File: config.mk
export PLATFORM = sky130hd
export DESIGN_NAME = motor_feedback_decoder_top
export DESIGN_NICKNAME = d
export VERILOG_FILES = /design/src/rtl/mfd_pkg.sv /design/src/rtl/motor_feedback_decoder_top.sv
export SDC_FILE = /design/constraint.sdc
export NUM_CORES = 2
export LEC_CHECK = 0
export ABC_AREA = 0
export BUFFER_PORTS_ARGS = -buffer_cell sky130_fd_sc_hd__buf_4
export CORE_UTILIZATION = 40
export CTS_BUF_LIST = sky130_fd_sc_hd__clkbuf_2 sky130_fd_sc_hd__clkbuf_4 sky130_fd_sc_hd__clkbuf_8
export CTS_CLUSTER_DIAMETER = 60
export DETAILED_ROUTE_END_ITERATION = 10
export SYNTH_ARGS = -nofsm -noshare
export SYNTH_HDL_FRONTEND = slang
export SYNTH_SLANG_ARGS = --single-unit
File: constraint.sdc
create_clock -name clk -period 27.7 [get_ports clk]
set_input_delay 2.77 -clock clk [delete_from_list [all_inputs] [get_ports clk]]
set_output_delay 2.77 -clock clk [all_outputs]
set_load 0.02 [all_outputs]
File: src/rtl/mfd_pkg.sv
// ----------------------------------------------------------------------------
// mfd_pkg
// Types, register indexes and helpers for the motor feedback decoder.
// ----------------------------------------------------------------------------
`default_nettype none

package mfd_pkg;

  typedef enum logic [6:0] {
    S_IDLE  = 7'b0000001,
    S_ANGLE = 7'b0000010,
    S_FRAC  = 7'b0000100,
    S_QUOT  = 7'b0001000,
    S_SPEED = 7'b0010000,
    S_LIN   = 7'b0100000,
    S_DONE  = 7'b1000000
  } state_t;

  localparam logic [2:0] REG_ENC_COUNTS = 3'd0;
  localparam logic [2:0] REG_SPEED_A    = 3'd1;
  localparam logic [2:0] REG_CURRENT_A  = 3'd2;
  localparam logic [2:0] REG_GEAR       = 3'd3;
  localparam logic [2:0] REG_LEN_COUNT  = 3'd4;
  localparam logic [2:0] REG_RADIUS     = 3'd5;
  localparam logic [2:0] REG_TEMP_LIMIT = 3'd6;

  // a setup step, then one quotient / partial product bit per cycle
  localparam logic [5:0]  LAST_STEP = 6'd32;
  localparam logic [16:0] COEF_ONE  = 17'd65536;
  localparam logic [22:0] ANGLE_MAX = 23'h7FFFFF;
  localparam logic [47:0] MAX48     = 48'h7FFF_FFFF_FFFF;
  localparam logic [47:0] MIN48     = 48'h8000_0000_0000;

  function automatic logic [47:0] sat48(input logic signed [65:0] v);
    logic [47:0] r;
    if (v[65:47] == {19{v[47]}}) begin
      r = v[47:0];
    end else if (v[65]) begin
      r = MIN48;
    end else begin
      r = MAX48;
    end
    return r;
  endfunction

endpackage

`default_nettype wire

File: src/rtl/motor_feedback_decoder_top.sv
// ----------------------------------------------------------------------------
// motor_feedback_decoder_top
// Decodes one motor feedback word into multi-turn position, angles, travel,
// smoothed speed and current, and an enabled flag.
// ----------------------------------------------------------------------------
// A word is accepted only while the block is in idle, so a new word is not taken
// until the last one has been handed to the output register. The work is done
// by a bit-serial divider and a bit-serial shift-add multiplier: five passes of
// a setup step plus 32 one-bit steps, with the multiplier running beside the
// divider where the data allows, then a hand-off of the result to the output
// register. A finished result waits in the output register while the next word
// is taken.
`default_nettype none

module motor_feedback_decoder_top
  import mfd_pkg::*;
(
  input  wire                clk,
  input  wire                rst,
  input  wire                cfg_write,
  input  wire  [2:0]         cfg_index,
  input  wire  [31:0]        cfg_data,
  input  wire                in_valid,
  output logic               in_stall,
  input  wire  [15:0]        rotor_position,
  input  wire  signed [15:0] rotor_rpm,
  input  wire  signed [15:0] phase_current,
  input  wire  [7:0]         temperature,
  output logic               out_valid,
  input  wire                out_stall,
  output logic [22:0]        single_turn_angle,
  output logic signed [31:0] turn_count,
  output logic signed [47:0] total_turns,
  output logic signed [47:0] accum_angle,
  output logic signed [47:0] travel_length,
  output logic signed [31:0] speed_dps,
  output logic signed [31:0] output_speed,
  output logic signed [47:0] rim_speed,
  output logic signed [23:0] current_filtered,
  output logic               drive_enable
);

  logic [15:0] encoder_counts;
  logic [16:0] speed_smooth;
  logic [16:0] current_smooth;
  logic [7:0]  gear_div;
  logic [31:0] length_per_count;
  logic [31:0] wheel_radius;
  logic [7:0]  temp_limit;

  state_t      state;
  logic [5:0]  cnt;
  logic        seen_first;
  logic        enabled_flag;
  logic [15:0] prev_position;
  logic [31:0] count_accum;
  logic [31:0] speed_avg;
  logic [23:0] current_avg;

  logic [15:0] pos_r;
  logic [15:0] rpm_r;
  logic [15:0] cur_r;
  logic [22:0] angle_r;
  logic [47:0] travel_r;
  logic [31:0] frac_r;
  logic [47:0] turns_r;
  logic signed [56:0] tang_acc;
  logic [31:0] outspd_r;

  logic [15:0] div_rem;
  logic [31:0] div_quo;
  logic [15:0] div_den;
  logic [16:0] div_sh;
  logic        div_ge;
  logic [16:0] div_sub;

  logic [33:0] mul_hi;
  logic [31:0] mul_lo;
  logic [32:0] mul_cand;
  logic        mul_neg;
  logic [33:0] mul_sum;
  logic [65:0] mul_prod;
  logic signed [65:0] mul_sp;
  logic signed [65:0] lin_sh;

  logic        accept;
  logic [15:0] n_eff;
  logic [7:0]  g_eff;
  logic [16:0] a_spd;
  logic [16:0] a_cur;
  logic signed [17:0] step_diff;
  logic signed [17:0] step_two;
  logic signed [17:0] n_s;
  logic signed [17:0] step_d;
  logic [31:0] count_next;
  logic [31:0] angle_num;
  logic [31:0] count_mag;
  logic [31:0] speed_mag;
  logic signed [33:0] dspd;
  logic [33:0] dspd_mag;
  logic signed [25:0] dcur;
  logic [25:0] dcur_mag;
  logic [31:0] quo_signed_cnt;
  logic signed [56:0] turns_x;

  assign accept   = in_valid && !in_stall;
  assign in_stall = (state != S_IDLE);

  assign n_eff = (encoder_counts < 16'd2) ? 16'd2 : encoder_counts;
  assign g_eff = (gear_div == 8'd0) ? 8'd1 : gear_div;
  assign a_spd = (speed_smooth > COEF_ONE) ? COEF_ONE : speed_smooth;
  assign a_cur = (current_smooth > COEF_ONE) ? COEF_ONE : current_smooth;

  always_comb begin
    step_diff = $signed({2'b00, rotor_position}) - $signed({2'b00, prev_position});
    step_two  = step_diff <<< 1;
    n_s       = $signed({2'b00, n_eff});
    if (!seen_first) begin
      step_d = '0;
    end else if (step_two > n_s) begin
      step_d = step_diff - n_s;
    end else if (step_two < -n_s) begin
      step_d = step_diff + n_s;
    end else begin
      step_d = step_diff;
    end
  end

  assign count_next = count_accum + {{14{step_d[17]}}, step_d};

  // pos * 46080 = pos * 45 * 1024
  assign angle_num = {1'b0, pos_r, 15'b0} + {3'b0, pos_r, 13'b0}
                   + {4'b0, pos_r, 12'b0} + {6'b0, pos_r, 10'b0};

  assign count_mag = count_accum[31] ? (32'd0 - count_accum) : count_accum;
  assign speed_mag = speed_avg[31] ? (32'd0 - speed_avg) : speed_avg;

  assign dspd = $signed({{8{rpm_r[15]}}, rpm_r, 10'b0})
              + $signed({{9{rpm_r[15]}}, rpm_r, 9'b0})
              - $signed({{2{speed_avg[31]}}, speed_avg});
  assign dspd_mag = dspd[33] ? (34'd0 - dspd) : dspd;

  assign dcur = $signed({{2{cur_r[15]}}, cur_r, 8'b0})
              - $signed({{2{current_avg[23]}}, current_avg});
  assign dcur_mag = dcur[25] ? (26'd0 - dcur) : dcur;

  assign quo_signed_cnt = count_accum[31] ? (32'd0 - div_quo) : div_quo;
  assign turns_x = $signed({{9{turns_r[47]}}, turns_r});

  // restoring divider step
  assign div_sh  = {div_rem, div_quo[31]};
  assign div_ge  = (div_sh >= {1'b0, div_den});
  assign div_sub = div_sh - {1'b0, div_den};

  // shift-add multiplier step
  assign mul_sum  = mul_lo[0] ? ({1'b0, mul_hi[32:0]} + {1'b0, mul_cand})
                              : {1'b0, mul_hi[32:0]};
  assign mul_prod = {mul_hi, mul_lo};
  assign mul_sp   = mul_neg ? $signed(66'd0 - mul_prod) : $signed(mul_prod);
  assign lin_sh   = mul_sp >>> 16;

  always_ff @(posedge clk) begin
    if (rst) begin
      encoder_counts   <= 16'd8192;
      speed_smooth     <= 17'd32768;
      current_smooth   <= 17'd32768;
      gear_div         <= 8'd19;
      length_per_count <= 32'd65536;
      wheel_radius     <= 32'd65536;
      temp_limit       <= 8'd60;
      state            <= S_IDLE;
      cnt              <= '0;
      out_valid        <= 1'b0;
      seen_first       <= 1'b0;
      enabled_flag     <= 1'b0;
      prev_position    <= '0;
      count_accum      <= '0;
      speed_avg        <= '0;
      current_avg      <= '0;
    end else begin
      if (cfg_write) begin
        unique case (cfg_index)
          REG_ENC_COUNTS: encoder_counts   <= cfg_data[15:0];
          REG_SPEED_A:    speed_smooth     <= cfg_data[16:0];
          REG_CURRENT_A:  current_smooth   <= cfg_data[16:0];
          REG_GEAR:       gear_div         <= cfg_data[7:0];
          REG_LEN_COUNT:  length_per_count <= cfg_data;
          REG_RADIUS:     wheel_radius     <= cfg_data;
          REG_TEMP_LIMIT: temp_limit       <= cfg_data[7:0];
          default: ;
        endcase
      end

      if (out_valid && !out_stall && state != S_DONE) begin
        out_valid <= 1'b0;
      end

      if (cnt != 6'd0) begin
        div_rem <= div_ge ? div_sub[15:0] : div_sh[15:0];
        div_quo <= {div_quo[30:0], div_ge};
        mul_hi  <= {1'b0, mul_sum[33:1]};
        mul_lo  <= {mul_sum[0], mul_lo[31:1]};
      end

      unique case (state)
        S_IDLE: begin
          if (accept) begin
            pos_r         <= rotor_position;
            rpm_r         <= rotor_rpm;
            cur_r         <= phase_current;
            prev_position <= rotor_position;
            seen_first    <= 1'b1;
            count_accum   <= count_next;
            enabled_flag  <= (temperature > temp_limit) ? 1'b0
                           : (seen_first ? enabled_flag : 1'b1);
            cnt           <= '0;
            state         <= S_ANGLE;
          end
        end
        S_ANGLE: begin
          if (cnt == 6'd0) begin
            div_quo  <= angle_num;
            div_rem  <= '0;
            div_den  <= n_eff;
            mul_hi   <= '0;
            mul_lo   <= length_per_count;
            mul_cand <= {1'b0, count_mag};
            mul_neg  <= count_accum[31];
          end
          if (cnt == LAST_STEP) begin
            cnt   <= '0;
            state <= S_FRAC;
          end else begin
            cnt <= cnt + 6'd1;
          end
        end
        S_FRAC: begin
          if (cnt == 6'd0) begin
            angle_r  <= (div_quo[31:23] != 9'd0) ? ANGLE_MAX : div_quo[22:0];
            travel_r <= sat48(mul_sp);
            div_quo  <= {pos_r, 16'b0};
            div_rem  <= '0;
            div_den  <= n_eff;
            mul_hi   <= '0;
            mul_lo   <= {15'b0, a_spd};
            mul_cand <= dspd_mag[32:0];
            mul_neg  <= dspd[33];
          end
          if (cnt == LAST_STEP) begin
            cnt   <= '0;
            state <= S_QUOT;
          end else begin
            cnt <= cnt + 6'd1;
          end
        end
        S_QUOT: begin
          if (cnt == 6'd0) begin
            frac_r    <= div_quo;
            speed_avg <= speed_avg + mul_sp[47:16];
            div_quo   <= count_mag;
            div_rem   <= '0;
            div_den   <= n_eff;
            mul_hi    <= '0;
            mul_lo    <= {15'b0, a_cur};
            mul_cand  <= {7'b0, dcur_mag};
            mul_neg   <= dcur[25];
          end
          if (cnt == LAST_STEP) begin
            cnt   <= '0;
            state <= S_SPEED;
          end else begin
            cnt <= cnt + 6'd1;
          end
        end
        S_SPEED: begin
          unique case (cnt)
            6'd0: begin
              turns_r     <= {quo_signed_cnt, 16'b0} + {16'b0, frac_r};
              current_avg <= current_avg + mul_sp[39:16];
              div_quo     <= speed_mag;
              div_rem     <= '0;
              div_den     <= {8'b0, g_eff};
            end
            // turns * 360 = turns * (256 + 64 + 32 + 8)
            6'd1: tang_acc <= turns_x <<< 8;
            6'd2: tang_acc <= tang_acc + (turns_x <<< 6);
            6'd3: tang_acc <= tang_acc + (turns_x <<< 5);
            6'd4: tang_acc <= tang_acc + (turns_x <<< 3);
            default: ;
          endcase
          if (cnt == LAST_STEP) begin
            cnt   <= '0;
            state <= S_LIN;
          end else begin
            cnt <= cnt + 6'd1;
          end
        end
        S_LIN: begin
          if (cnt == 6'd0) begin
            outspd_r <= speed_avg[31] ? (32'd0 - div_quo) : div_quo;
            mul_hi   <= '0;
            mul_lo   <= wheel_radius;
            mul_cand <= {1'b0, div_quo};
            mul_neg  <= speed_avg[31];
          end
          if (cnt == LAST_STEP) begin
            cnt   <= '0;
            state <= S_DONE;
          end else begin
            cnt <= cnt + 6'd1;
          end
        end
        S_DONE: begin
          if (!out_valid || !out_stall) begin
            single_turn_angle <= angle_r;
            turn_count        <= count_accum;
            total_turns       <= turns_r;
            accum_angle       <= tang_acc[56:9];
            travel_length     <= travel_r;
            speed_dps         <= speed_avg;
            output_speed      <= outspd_r;
            rim_speed         <= sat48(lin_sh);
            current_filtered  <= current_avg;
            drive_enable      <= enabled_flag;
            out_valid         <= 1'b1;
            state             <= S_IDLE;
          end
        end
        default: state <= S_IDLE;
      endcase
    end
  end

  a_accept_starts: assert property (@(posedge clk) disable iff (rst)
    accept |=> (state == S_ANGLE && cnt == 6'd0))
    else $error("accepted word did not start the sequence");

  a_count_before_first: assert property (@(posedge clk) disable iff (rst)
    !seen_first |-> (count_accum == 32'd0))
    else $error("count moved before the first word");

  a_done_delivers: assert property (@(posedge clk) disable iff (rst)
    (state == S_DONE && !(out_valid && out_stall)) |=> (out_valid && state == S_IDLE))
    else $error("finished result not delivered");

endmodule

`default_nettype wire
==> impl_metrics.yaml <==
outcome:
  outcome: "complete, no violations"
clock_network:
  worstSkewPairLatency_ns: 0.99
  cts_setup_buffers: 0
  htree_num_levels: 4
  cts_resized: 0
  hold_buffers: 0
  clk_pin_slew_ns: 0.06
  cts_buffer_depth: 3
  cts_buffers: 182
  cts_tree: "built"
  cts_root_buffer: "clkbuf_8"
  cts_num_sinks: 1035
floorplanning:
  chipHeight_um: 413
  ioPinCount: 434
  initial_core_util_pct: 40.4
  die_area_um2: 171000
  coreArea_um2: 168000
  die_x_um: 413
  num_rows: 150
placement:
  dp_hpwl_um: 179000
  io_buffers: 433
  gp_congestion: 0.980
  post_dp_cell_area_um2: 73100
setup_path:
  critPathRequiredTime_ns: 28.57
  cp_max_fo: 13
  cp_data_arrival_time_ns: 11.01
  slowest_stage: "a221o_1"
  crit_type: "primary input to flip-flop"
  slowest_delay_ns: 0.56
  crit_path_end_kind: "flip-flop"
  cp-start-kind: "primary input"
routing:
  wl_um: 237000
  topRoutingLayerUsed: "met5"
  ant_nets: 0
  wire_per_inst_um: 24.1
  drt_iter0_markers: 5733
  via_count: 57400
  wl_met2_um: 111000
  wl_met1_um: 98400
  dr_wl_met3_um: 14900
  viasPerCell: 5.84
  drtPass1Iterations: 8
  drc: 0
power_and_ir_drop:
  irDropWorstVdd_v: 0.0000652
  netSwitchingFraction_pct: 38.1
  p_clk_share_pct: 28.1
  fin_total_pwr_mw: 5.39
  comb_power_share_pct: 34.0
  p_leak_nw: 30.0
  pwr-share-seq_pct: 38.0
  switchingPower_mw: 2.06
  powerDensity_nw_per_um2: 70.1
  internal_power_mw: 3.34
synth:
  synth_cells: 7125
  yosysWarnings: 0
  syn_area_um2: 67600
  ys_ff_latch: 1035
  ys_types: 102
  syn_area_per_cell_um2: 9.49
  ys.flop_type: "edfxtp_1"
  async_flop_share_pct: 0
  synth-edff-count: 785
  yosysSeqAreaShare_pct: 42.3
timing:
  grt_setup_unrepaired: "false"
  slew_headroom_pct: 6.22
  period_share_pct: 36.6
  worst_pin_slew_ns: 1.39
  fin_skew_ns: 0.0675
  max_freq_mhz: 98.6
  setup_viol: 0
  post-route-min-period_ns: 10.14
  final-hold-violation-count: 0
  tns_ns: 0
  maxSlewViolCount: 0
layout:
  final_util_pct: 45.9
  nets: 8081
  fillers: 15900
  drive_gt1_share_pct: 12.5
  design_area_um2: 76900
  synthToLayoutAreaGrowth_pct: 13.8
global_routing:
  gr-total-overflow: 0
  grt_max_degree: 79
  grtUsageTotal_pct: 27.0
  grt_pass1_wl_um: 347000
  antenna_found_initial: 5
  grt_pass1_vias: 54500
job:
  drv_cap: 0
min_path:
  worstHoldPathType: "flip-flop to flip-flop"
## area by class of cell
cell class	count	area (um2)	area share, %
Sequential cell	1035	28600	37.1
Tap cell	2204	2760	3.58
Inverter	283	1070	1.39
Clock inverter	99	856	1.11
Clock buffer	241	3020	3.92
Multi-Input combinational cell	5444	36700	47.7
Antenna cell	3	7.51	0.00976
Timing Repair Buffer	522	3930	5.10
## flip-flops by register name (all words and copies together) (netlist names), 33 cells and up
signal / flops
rim_speed: 48
mul_hi: 34
total_turns: 48
travel_length: 48
mul_cand: 33
turns_r: 48
travel_r: 48
tang_acc: 54
accum_angle: 48
## synthesized netlist by cell type, drive strengths merged, types with 35 or more instances
| library cell | n | area share [%] |
|---|---|---|
| o22ai | 49 | 0.45 |
| a211oi | 80 | 0.89 |
| or3 | 68 | 0.64 |
| a31oi | 55 | 0.51 |
| nand4 | 66 | 0.61 |
| nor3 | 115 | 0.88 |
| a221oi | 50 | 0.65 |
| a21oi | 664 | 5.0 |
| clkbuf | 329 | 1.8 |
| ha | 463 | 8.6 |
| edfxtp | 785 | 35 |
| and2 | 38 | 0.35 |
| dfxtp | 250 | 7.4 |
| or4 | 38 | 0.43 |
| nand2 | 880 | 4.9 |
| o21ai | 476 | 3.5 |
| xor2 | 236 | 3.1 |
| o31ai | 73 | 0.83 |
| nor2b | 58 | 0.54 |
| and3 | 41 | 0.38 |
| a21o | 198 | 2.2 |
| inv | 282 | 1.6 |
| mux2i | 104 | 1.5 |
| nor2 | 427 | 2.4 |
| xnor2 | 318 | 4.1 |
| buf | 35 | 0.28 |
| nand3 | 138 | 1.0 |
| nor4 | 42 | 0.41 |
| fa | 54 | 1.6 |
| o21a | 67 | 0.74 |
| nand2b | 88 | 0.81 |
| o211ai | 57 | 0.63 |
| o21bai | 57 | 0.63 |
## cells by family after synthesis
family | share of synthesized area (%)
xor+xnor | 7.19
mux | 1.71
flops | 42.3
buf+inv | 3.68
compound gates | 20.3
simple gates | 14.7
other cells | 0.00555
fa+ha+maj | 10.2
## power by group through the flow
stage | clock, mW | sequential (mW) | combinational [mW]
floorplan | 0 | 1.98 | 1.28
global placement | 0 | 2.07 | 1.78
detailed placement | 0 | 2.07 | 1.80
CTS | 1.54 | 2.04 | 1.81
global route | 1.61 | 2.06 | 2.00
finish | 1.51 | 2.05 | 1.83
## layout by cell type (no fill, tap or decap), types with 37 or more instances in the layout
cell type	Yosys	final
a211oi_1	80	80
o21bai_1	57	57
fa_1	54	54
dfxtp_1	250	248
nor3_1	112	104
o21a_1	67	67
and3_1	41	40
xor2_1	235	234
ha_1	463	463
clkbuf_8	0	194
nor2b_1	58	58
nand4_1	66	66
edfxtp_1	785	785
or4_1	37	37
inv_1	282	282
a21o_1	198	198
clkbuf_4	0	48
nand2_1	878	875
xnor2_1	318	317
mux2i_1	104	103
a221oi_1	50	50
o211ai_1	57	57
nor4_1	40	39
o31ai_1	72	72
a31oi_1	55	55
a21oi_1	655	655
nor2_1	427	420
nand3_1	138	136
buf_4	2	521
or3_1	67	67
o21ai_0	472	472
nand2b_1	88	88
o22ai_1	49	49
## stage by stage
step                      hold WS [ns]  cells  setup slack (ns)
final                            0.405   9831             17.56
after global routing             0.417   9830             16.93
after CTS                        0.410   9828             17.73
after detailed placement         0.405   9488             16.69
after global placement           0.400   9488             16.71
after floorplan                  0.400   7126             10.55
## path summary, 6_finish.rpt
check,startpoint,to,cells past startpoint,slack [ns]
max,rotor_position[0],count_accum[30]$_SDFFE_PP0P_,35,17.56
min,frac_r[13]$_DFFE_PP_,turns_r[13]$_DFFE_PP_,0,0.40
max reg2reg,encoder_counts[3]$_SDFFE_PP0P_,count_accum[30]$_SDFFE_PP0P_,33,18.99
min reg2reg,frac_r[13]$_DFFE_PP_,turns_r[13]$_DFFE_PP_,0,0.40
## metal layers
metal | up-vias | track usage [%]
met3 | 419 | 3.57
met2 | 2187 | 44.4
met4 | 4 | 13.2
li1 | 27000 | -
met5 | - | 0
met1 | 27700 | 34.8
## critical path: cells and delay by family
kind	cells	cell delay (ns)
compound gates	16	4.25
xor+xnor	2	0.58
fa+ha+maj	4	1.18
buf+inv	4	0.47
simple gates	9	1.76
(Power assumes the default switching activity.)
